--- src/design/utv_pkg.sv ---
// shared types, constants and helper functions of the utf-8 title validator
// no dependencies; used by utv_decode and utf8_title_validator_unit
`default_nettype none
package utv_pkg;

	// width of the byte and code point totals
	localparam int CNT_W = 16;
	localparam int LIMIT_W = 16;
	localparam int CMP_W = (CNT_W > LIMIT_W) ? CNT_W : LIMIT_W;

	// lead byte ranges
	localparam logic [7:0] LEAD1_HI = 8'h7f;
	localparam logic [7:0] LEAD2_LO = 8'hc2;
	localparam logic [7:0] LEAD2_HI = 8'hdf;
	localparam logic [7:0] LEAD3_LO = 8'he0;
	localparam logic [7:0] LEAD3_SURR = 8'hed;
	localparam logic [7:0] LEAD3_HI = 8'hef;
	localparam logic [7:0] LEAD4_LO = 8'hf0;
	localparam logic [7:0] LEAD4_HI = 8'hf4;
	localparam logic [1:0] CONT_TAG = 2'b10;

	// code point bounds
	localparam logic [20:0] MIN_THREE = 21'h000800;
	localparam logic [20:0] SURR_LO = 21'h00d800;
	localparam logic [20:0] SURR_HI = 21'h00dfff;
	localparam logic [20:0] MIN_FOUR = 21'h010000;
	localparam logic [20:0] MAX_CODE = 21'h10ffff;
	localparam logic [20:0] CTRL_LOW_END = 21'h000020;
	localparam logic [20:0] CTRL_HIGH_LO = 21'h00007f;
	localparam logic [20:0] CTRL_HIGH_HI = 21'h00009f;

	// sequence lengths
	localparam logic [2:0] SEQ_ONE = 3'd1;
	localparam logic [2:0] SEQ_TWO = 3'd2;
	localparam logic [2:0] SEQ_THREE = 3'd3;
	localparam logic [2:0] SEQ_FOUR = 3'd4;

	// configuration register indexes
	localparam logic REG_BYTE_LIMIT = 1'b0;
	localparam logic REG_CHAR_LIMIT = 1'b1;

	localparam logic [LIMIT_W-1:0] BYTE_LIMIT_RST = 16'd4096;
	localparam logic [LIMIT_W-1:0] CHAR_LIMIT_RST = 16'd1024;

	typedef enum logic [1:0] {
		STATUS_OK        = 2'd0,
		STATUS_MALFORMED = 2'd1,
		STATUS_TOO_LARGE = 2'd2
	} status_t;

	// per-string decoder state
	typedef struct packed {
		logic [1:0]       bytes_pending;
		logic [7:0]       lead_value;
		logic [2:0]       seq_len;
		logic [20:0]      partial;
		logic             err;
		logic [CNT_W-1:0] byte_total;
		logic [CNT_W-1:0] char_total;
	} state_t;

	// one result word
	typedef struct packed {
		status_t     status;
		logic [15:0] char_count;
		logic [15:0] byte_count;
	} result_t;

	function automatic logic [CNT_W-1:0] sat_inc(input logic [CNT_W-1:0] v);
		return (&v) ? v : CNT_W'(v + 1'b1);
	endfunction

	function automatic logic forbidden_code(input logic [20:0] cp);
		return (cp < CTRL_LOW_END) || ((cp >= CTRL_HIGH_LO) && (cp <= CTRL_HIGH_HI));
	endfunction

endpackage
`default_nettype wire

--- src/design/utf8_title_validator_unit.sv ---
// top level of the utf-8 title validator: input register, state, result register
// depends on utv_pkg and utv_decode
//
// usage
//  - input channel (in_valid/in_ready): one string byte per word in data_byte,
//    last_byte high on the final byte of each string; strings hold one byte or more
//  - output channel (out_valid/out_ready): one word per string with status
//    (ok, malformed, too large), char_count and byte_count, both saturating
//  - configuration: cfg_we with cfg_index selects byte_limit or char_limit; the user
//    must write them only while no string is in flight, which the block does not enforce
//  - throughput: one byte per cycle while no final byte is held back; the decoder state loop is a
//    single combinational step between the input register and the state register
//  - result path: the final byte passes through the input register and then the
//    result register before the word shows on the output
//  - stall: while a result word waits, bytes keep flowing in and are decoded;
//    only the final byte of the next string holds in the input register until
//    the waiting word is taken
//  - reset: arst_n clears the decoder state, the valid flags and restores the
//    limits to 4096 bytes and 1024 code points; no clearing pass is needed
`default_nettype none
module utf8_title_validator_unit (
	input  wire logic                             clk,
	input  wire logic                             arst_n,
	input  wire logic                             in_valid,
	output logic                                  in_ready,
	input  wire logic [7:0]                       data_byte,
	input  wire logic                             last_byte,
	output logic                                  out_valid,
	input  wire logic                             out_ready,
	output logic [1:0]                            status,
	output logic [15:0]                           char_count,
	output logic [15:0]                           byte_count,
	input  wire logic                             cfg_we,
	input  wire logic                             cfg_index,
	input  wire logic [utv_pkg::LIMIT_W-1:0]      cfg_wdata
);

	// configuration registers
	logic [utv_pkg::LIMIT_W-1:0] byte_limit_q;
	logic [utv_pkg::LIMIT_W-1:0] char_limit_q;

	// input register
	logic       valid_s1;
	logic [7:0] data_s1;
	logic       last_s1;

	// decoder state and result register
	utv_pkg::state_t  state_q;
	utv_pkg::state_t  state_nx;
	utv_pkg::result_t res_nx;
	utv_pkg::result_t res_q;
	logic             out_valid_q;

	logic s1_go;
	logic in_take;

	// a byte in the input register moves on unless it would produce a word
	// while the result register is still full and not being taken
	assign s1_go = valid_s1 && (!last_s1 || !out_valid_q || out_ready);
	assign in_ready = !valid_s1 || s1_go;
	assign in_take = in_valid && in_ready;

	always_ff @(posedge clk or negedge arst_n) begin
		if (!arst_n) begin
			byte_limit_q <= utv_pkg::BYTE_LIMIT_RST;
			char_limit_q <= utv_pkg::CHAR_LIMIT_RST;
		end else if (cfg_we) begin
			case (cfg_index)
				utv_pkg::REG_BYTE_LIMIT: byte_limit_q <= cfg_wdata;
				utv_pkg::REG_CHAR_LIMIT: char_limit_q <= cfg_wdata;
				default: ;
			endcase
		end
	end

	// input register valid flag
	always_ff @(posedge clk or negedge arst_n) begin
		if (!arst_n) begin
			valid_s1 <= 1'b0;
		end else if (in_take) begin
			valid_s1 <= 1'b1;
		end else if (s1_go) begin
			valid_s1 <= 1'b0;
		end
	end

	// input register payload
	always_ff @(posedge clk) begin
		if (in_take) begin
			data_s1 <= data_byte;
			last_s1 <= last_byte;
		end
	end

	utv_decode u_decode (
		.st         (state_q),
		.data_byte  (data_s1),
		.last_byte  (last_s1),
		.byte_limit (byte_limit_q),
		.char_limit (char_limit_q),
		.nx         (state_nx),
		.res        (res_nx)
	);

	// decoder state, cleared after every final byte
	always_ff @(posedge clk or negedge arst_n) begin
		if (!arst_n) begin
			state_q <= '0;
		end else if (s1_go) begin
			state_q <= state_nx;
		end
	end

	// result register
	always_ff @(posedge clk or negedge arst_n) begin
		if (!arst_n) begin
			out_valid_q <= 1'b0;
		end else if (s1_go && last_s1) begin
			out_valid_q <= 1'b1;
		end else if (out_ready) begin
			out_valid_q <= 1'b0;
		end
	end

	always_ff @(posedge clk) begin
		if (s1_go && last_s1) begin
			res_q <= res_nx;
		end
	end

	assign out_valid = out_valid_q;
	assign status = res_q.status;
	assign char_count = res_q.char_count;
	assign byte_count = res_q.byte_count;

`ifndef NO_ASSERTIONS
	// an error always drops any pending continuation bytes
	assert property (@(posedge clk) disable iff (!arst_n)
		state_q.err |-> (state_q.bytes_pending == 2'd0))
		else $error("pending bytes left after error");

	// every code point takes at least one byte
	assert property (@(posedge clk) disable iff (!arst_n)
		state_q.char_total <= state_q.byte_total)
		else $error("code point total above byte total");

	// a final byte leaves the decoder state cleared and a word ready
	assert property (@(posedge clk) disable iff (!arst_n)
		(s1_go && last_s1) |=> ((state_q == '0) && out_valid_q))
		else $error("final byte did not clear state or raise result");

	// an ok word never exceeds either limit
	assert property (@(posedge clk) disable iff (!arst_n)
		(out_valid_q && (res_q.status == utv_pkg::STATUS_OK)) |->
		((res_q.byte_count <= byte_limit_q) && (res_q.char_count <= char_limit_q)))
		else $error("ok status with a limit exceeded");

	// a final byte never overwrites a word that is still waiting
	assert property (@(posedge clk) disable iff (!arst_n)
		(out_valid_q && !out_ready && valid_s1 && last_s1) |-> !s1_go)
		else $error("result word overwritten");
`endif

endmodule
`default_nettype wire

--- src/design/utv_decode.sv ---
// single-pass utf-8 decode step: next decoder state and the result word
// depends on utv_pkg
`default_nettype none
module utv_decode (
	input  wire utv_pkg::state_t                 st,
	input  wire logic [7:0]                      data_byte,
	input  wire logic                            last_byte,
	input  wire logic [utv_pkg::LIMIT_W-1:0]     byte_limit,
	input  wire logic [utv_pkg::LIMIT_W-1:0]     char_limit,
	output utv_pkg::state_t                      nx,
	output utv_pkg::result_t                     res
);

	logic [20:0] cp;
	logic [1:0]  pend_m1;
	logic        bad;
	logic        fin_err;
	logic        bytes_over;
	logic        chars_over;

	always_comb begin
		nx = st;
		nx.byte_total = utv_pkg::sat_inc(st.byte_total);
		cp = {st.partial[14:0], data_byte[5:0]};
		pend_m1 = st.bytes_pending - 2'd1;
		bad = ((st.seq_len == utv_pkg::SEQ_THREE) && (st.lead_value == utv_pkg::LEAD3_LO)
				&& (cp < utv_pkg::MIN_THREE))
			|| ((st.seq_len == utv_pkg::SEQ_THREE) && (st.lead_value == utv_pkg::LEAD3_SURR)
				&& (cp >= utv_pkg::SURR_LO))
			|| ((st.seq_len == utv_pkg::SEQ_FOUR) && (st.lead_value == utv_pkg::LEAD4_LO)
				&& (cp < utv_pkg::MIN_FOUR))
			|| (cp > utv_pkg::MAX_CODE)
			|| ((cp >= utv_pkg::SURR_LO) && (cp <= utv_pkg::SURR_HI))
			|| utv_pkg::forbidden_code(cp);

		if (!st.err) begin
			if (st.bytes_pending == 2'd0) begin
				nx.lead_value = data_byte;
				case (data_byte) inside
					[8'h00:utv_pkg::LEAD1_HI]: begin
						nx.seq_len = utv_pkg::SEQ_ONE;
						if (utv_pkg::forbidden_code({13'd0, data_byte})) begin
							nx.err = 1'b1;
						end else begin
							nx.char_total = utv_pkg::sat_inc(st.char_total);
						end
					end
					[utv_pkg::LEAD2_LO:utv_pkg::LEAD2_HI]: begin
						nx.seq_len = utv_pkg::SEQ_TWO;
						nx.partial = {16'd0, data_byte[4:0]};
						nx.bytes_pending = 2'd1;
					end
					[utv_pkg::LEAD3_LO:utv_pkg::LEAD3_HI]: begin
						nx.seq_len = utv_pkg::SEQ_THREE;
						nx.partial = {17'd0, data_byte[3:0]};
						nx.bytes_pending = 2'd2;
					end
					[utv_pkg::LEAD4_LO:utv_pkg::LEAD4_HI]: begin
						nx.seq_len = utv_pkg::SEQ_FOUR;
						nx.partial = {18'd0, data_byte[2:0]};
						nx.bytes_pending = 2'd3;
					end
					default: begin
						nx.err = 1'b1;
					end
				endcase
			end else if (data_byte[7:6] != utv_pkg::CONT_TAG) begin
				nx.err = 1'b1;
				nx.bytes_pending = 2'd0;
			end else begin
				nx.partial = cp;
				nx.bytes_pending = pend_m1;
				if (pend_m1 == 2'd0) begin
					if (bad) begin
						nx.err = 1'b1;
					end else begin
						nx.char_total = utv_pkg::sat_inc(st.char_total);
					end
				end
			end
		end

		// truncated sequence at end of string counts as malformed, unless the byte limit is exceeded
		fin_err = nx.err || (nx.bytes_pending != 2'd0);
		bytes_over = utv_pkg::CMP_W'(nx.byte_total) > utv_pkg::CMP_W'(byte_limit);
		chars_over = utv_pkg::CMP_W'(nx.char_total) > utv_pkg::CMP_W'(char_limit);

		if (bytes_over) begin
			res.status = utv_pkg::STATUS_TOO_LARGE;
		end else if (fin_err) begin
			res.status = utv_pkg::STATUS_MALFORMED;
		end else if (chars_over) begin
			res.status = utv_pkg::STATUS_TOO_LARGE;
		end else begin
			res.status = utv_pkg::STATUS_OK;
		end
		res.char_count = 16'(nx.char_total);
		res.byte_count = 16'(nx.byte_total);

		if (last_byte) begin
			nx = '0;
		end
	end

endmodule
`default_nettype wire
--- config.mk ---
export PLATFORM = sky130hd
export DESIGN_NAME = utf8_title_validator_unit
export DESIGN_NICKNAME = d
export VERILOG_FILES = /design/src/design/utv_pkg.sv /design/src/design/utf8_title_validator_unit.sv /design/src/design/utv_decode.sv
export SDC_FILE = /design/constraint.sdc
export NUM_CORES = 1
export LEC_CHECK = 0
export ABC_AREA = 1
export BUFFER_PORTS_ARGS = -buffer_cell sky130_fd_sc_hd__buf_2
export CAP_MARGIN = 20
export CORE_MARGIN = 4
export CORE_UTILIZATION = 30
export CTS_CLUSTER_DIAMETER = 80
export DETAILED_ROUTE_END_ITERATION = 7
export PLACE_DENSITY = 0.43
export SYNTH_ARGS = -nofsm -noshare
export SYNTH_HDL_FRONTEND = slang
export SYNTH_SLANG_ARGS = --single-unit
--- constraint.sdc ---
create_clock -name clk -period 6.3 [get_ports clk]
set_input_delay 0.63 -clock clk [delete_from_list [all_inputs] [get_ports clk]]
set_output_delay 0.63 -clock clk [all_outputs]
set_load 0.02 [all_outputs]
# --- After elaboration in Yosys (flattened, before gate mapping) ---
# Index checks and enable logic that the tools add are counted.
totals:
  regBits: 138
  output_inout_bits: 36
classes:
  n_bitwise: 1
  n_reduce_logical: 44
  addsub: 3
  order_cmp: 21
  eq_ne: 10
  mux: 42
op_table:
  columns: ["cell", "count"]
  rows:
  - ["$mux W16", 9]
  - ["$mux W21", 5]
  - ["$mux W67", 1]
  - ["$mux W35", 1]
  - ["$add A16 B1 Y16 const B", 2]
  - ["$gt A16 B16 Y1", 2]
  - ["$le A8 B8 Y1 const B", 4]
  - ["$reduce_and A16 Y1", 2]
  - ["$eq A8 B8 Y1 const B", 3]
  - ["$ge A8 B8 Y1 const B", 3]
  - ["$mux W22", 1]
  - ["$ge A21 B16 Y1 const B", 1]
  - ["$ge A21 B7 Y1 const B", 1]
  - ["$gt A21 B21 Y1 const B", 1]
  - ["$le A21 B16 Y1 const B", 1]
  - ["$le A21 B8 Y1 const B", 1]
  - ["$lt A21 B12 Y1 const B", 1]
  - ["$lt A21 B17 Y1 const B", 1]
  - ["$lt A21 B6 Y1 const B", 1]
  - ["$logic_and A1 B1 Y1", 16]
  - ["$mux W2", 8]
  - ["$mux W1", 12]
  - ["$mux W3", 4]
  - ["$logic_or A1 B1 Y1", 11]
  - ["21 further kinds", 29]

# --- Logic depth before layout (Yosys ltp) ---
logic_depth:
  depth_word: 16
  ltp_mapped: 23
  ltp_nobuf: 23

# --- By module ---
# Synthesis repeated with hierarchy kept, for this count alone.
unflattened:
  cells_unflattened: 1184
  hier_area_um2: 9017.4
modules_own_cells:
  columns: ["module", "cells_each", "seq_area_each_um2", "area_each_um2", "instances"]
  rows:
  - ["utf8_title_validator_unit", 467, 3821.2, 5218.8, 1]
  - ["utv_decode", 717, 0.0, 3798.6, 1]

# --- Worst setup path before layout ---
# OpenSTA, ideal clock, no wires.
synth_path:
  kind: "register to register"
  startpoint: "register state_q[0] in the netlist's numbering"
  endpoint: "register res_q, in the netlist status[1] (data pin)"
  arrival_time_ns: 2.602
  stages_incl_launch_ff: 17
  n_path_buf: 0
  period_less_slack_ns: 2.732
  slack_ns: 3.568
  required_time_ns: 6.170
  path_cell_list: "dfrtp_1 -> ha_1 -> nand2_1 -> nor2_2 -> nand4_1 -> nor2_1 -> nor2_1 -> nand4_1 -> and2_1 -> ha_1 -> nand4_1 -> inv_1 -> nand4_1 -> a31o_2 -> a21oi_1 -> nand4_1 -> nand2_1"
synth_rtl:
  columns: ["item", "line_no", "text"]
  rows:
  - ["from (decl)", "utf8_title_validator_unit.sv:48", "utv_pkg::state_t state_q;"]
  - ["from (signal assigned)", "utf8_title_validator_unit.sv:110", "state_q <= state_nx;"]
  - ["to (signal assigned)", "utf8_title_validator_unit.sv:127", "res_q <= res_nx;"]
  - ["to (decl)", "utf8_title_validator_unit.sv:51", "utv_pkg::result_t res_q;"]

==> metrics <==
Critical R2R Launch=state_q[17]$_DFFE_PN0P_; clock buffer depth=2; # diodes=0; critical path class=register to register; final setup violating endpoints=0; Peak VDD IR=0.178 mV; Mapped Cells=940; Global Route Usage Sum=15.5%; Num CTS Buffers=17; run status=finished, final reports clean; setup ws final=2.76 ns; top post-synthesis cells by count=nand2_1 (245), inv_1 (145), dfrtp_1 (93); port buffer count=66; post-synthesis sequential area ratio=47.9%; Post-Route WL=21.5 mm; growth of design area from synthesis to finish=16.9%; Placer Congestion=0.860; core area=0.0252 mm²; Post-CTS Setup Bufs=0; final net count=1075; largest cells by area after synthesis=dfrtp_1 (30%), edfxtp_1 (17%), nand2_1 (12%); Slew Viols, Final=0; #FFs+latches synth=138; Layout Cells excl Fill=1351; CP required=6.48 ns; Routed Antenna Nets=0; total power=3.35 mW; synth warn=0; post-synth cell types=47; Worst Path Arrival=3.72 ns; Max-cap violations=0; hpwl dp=15.9 mm; dominant cell type by area after synthesis=dfrtp_1; syn nets=1007; Reg2Reg Setup Slack=2.76 ns; worst skew pair latency=0.42 ns; critical path startpoint category=register; Final Skew=0.0116 ns; count leader, synth=nand2_1; setup TNS=0 ns; Die ar.=0.0282 mm²; die width=168 µm; placed insts=1319; pre-CTS setup slack=2.83 ns; initial core utilization=30.4%; Clk Tree Root Cell=clkbuf_16; Final Critical Period=3.54 ns; hold buffer count at CTS=0; H-tree depth=4; RR Endpoint=status[0]$_SDFFCE_PN0P_; grt ovf=0; syn avg cell area=8.15 µm²; R2R cell count=19; # DRC=0; P_leak=4.36 nW; Slew headroom=38.1%; via/cell ratio=4.62; CTS tree=done; initial DRC count=406; Hold Path Class=input pin to async pin; DR WL/cell=15.9 µm; Synth Flop Type=dfrtp_1; clk slew on worst S/H paths=0.07 ns; DR vias=6242; crit end category=register; PostCTS Resize Cnt=0; Syn Std Cell Area=0.00766 mm²; clk sink count=138; RSZ-0062 raised after global routing=no; initial antenna violation count=0; Ports=67; share of cells above drive strength 1=14.2%; f_max=282 MHz; first-pass GRT wire length=34.2 mm; vias in the first global route=6049; CP max FO=8; Final Hold Vio Count=0; FFs w/ async S/R, synth=68.8%; largest net degree at the start of global routing=52; number of flops mapped to enable cells by yosys=43; post-synth top area share=30.4%; pwr dens=375 mW/mm²; final period utilization=56.2%; first drt pass iteration count=5; Rows=58; die extent in y=168 µm; Slew @ Worst Pin=0.927 ns
flip-flops by register name, indices dropped and copies added (netlist names):
register / flops
state_q: 61
byte_count: 16
byte_limit_q: 16
char_count: 16
char_limit_q: 16
data_s1: 8
status: 2
last_s1: 1
out_valid: 1
valid_s1: 1
worst max-delay path by stage:
stage | start | end | slack [ns] | cells past startpoint
CTS | state_q[17]$_DFFE_PN0P_ | status[0]$_SDFFCE_PN0P_ | 2.80 | 19
finish | state_q[17]$_DFFE_PN0P_ | status[0]$_SDFFCE_PN0P_ | 2.76 | 19
floorplan | state_q[0]$_DFFE_PN0P_ | status[1]$_SDFFCE_PN1P_ | 3.57 | 16
global placement | state_q[17]$_DFFE_PN0P_ | status[0]$_SDFFCE_PN0P_ | 2.79 | 19
detailed placement | state_q[17]$_DFFE_PN0P_ | status[0]$_SDFFCE_PN0P_ | 2.83 | 19
global route | state_q[17]$_DFFE_PN0P_ | status[0]$_SDFFCE_PN0P_ | 2.56 | 19
critical path, cell delays in order (launching register included):
cell	delay, ns
dfrtp_1	0.39
ha_1	0.26
inv_1	0.06
nor2_1	0.24
nand4_2	0.20
nor2_4	0.27
inv_2	0.15
nand2_1	0.10
xor2_1	0.29
inv_1	0.12
ha_1	0.31
nand2_1	0.05
inv_1	0.06
nand3_1	0.09
o211ai_1	0.25
nand2_1	0.09
nand4_1	0.08
nand2_1	0.11
o21ai_1	0.10
inv_1	0.05
cells in the final DEF (no fill, tap or decap), types with 12 or more instances in the layout:
master | netlist | layout
nor3_1 | 15 | 15
nand3_1 | 61 | 61
clkbuf_16 | 0 | 19
xor2_1 | 12 | 12
ha_1 | 36 | 36
nand4_1 | 19 | 19
nor2_1 | 62 | 62
nand2_1 | 245 | 245
edfxtp_1 | 43 | 43
dfrtp_1 | 93 | 93
o21ai_0 | 73 | 73
o21ai_1 | 13 | 13
inv_1 | 145 | 145
buf_2 | 8 | 65
a21oi_1 | 21 | 21
power breakdown:
group	internal, mW	total [mW]	switching, mW
sequential	1.09	1.23	0.141
clock	0.633	1.05	0.414
combinational	0.346	1.08	0.734
total	2.07	3.35	1.29
stage by stage:
| stage | util [%] | cell area [µm²] | hold slack [ns] |
|---|---|---|---|
| after floorplan | - | 7660 | 0.334 |
| after global placement | 33.1 | 8340 | 0.465 |
| after detailed placement | 33.1 | 8340 | 0.473 |
| after CTS | 35.6 | 8950 | 0.268 |
| after global routing | 35.6 | 8950 | 0.282 |
| final | 35.6 | 8950 | 0.233 |
per-layer routing:
metal | part of all wire [%] | global-route usage, % | up-vias
met5 | 0 | 0 | -
met4 | 1.3 | 4.87 | 0
met3 | 3.6 | 2.68 | 18
met2 | 42 | 22.4 | 131
met1 | 53 | 23.6 | 2895
li1 | - | - | 3198
layout make-up:
| type | instances | area, µm² |
|---|---|---|
| fillers | 2661 | 16200 |
| flip-flops and latches | 138 | 3670 |
| multi-input cells | 624 | 3300 |
| inverters | 157 | 589 |
| clock buffers | 20 | 479 |
| well taps | 330 | 413 |
| repair buffers | 70 | 363 |
| clock inverters | 12 | 135 |
logic make-up after synthesis:
family | count (synthesis) | share of synthesized area, %
and+or+nand+nor | 437 | 25.4
buffers and inverters | 178 | 8.95
DFF | 138 | 47.9
AOI/OAI and AO/OA | 137 | 10.2
adders and majority gates | 36 | 5.88
xor gates and xnor gates | 14 | 1.70
No activity file was read; power rests on OpenSTA's default activity.
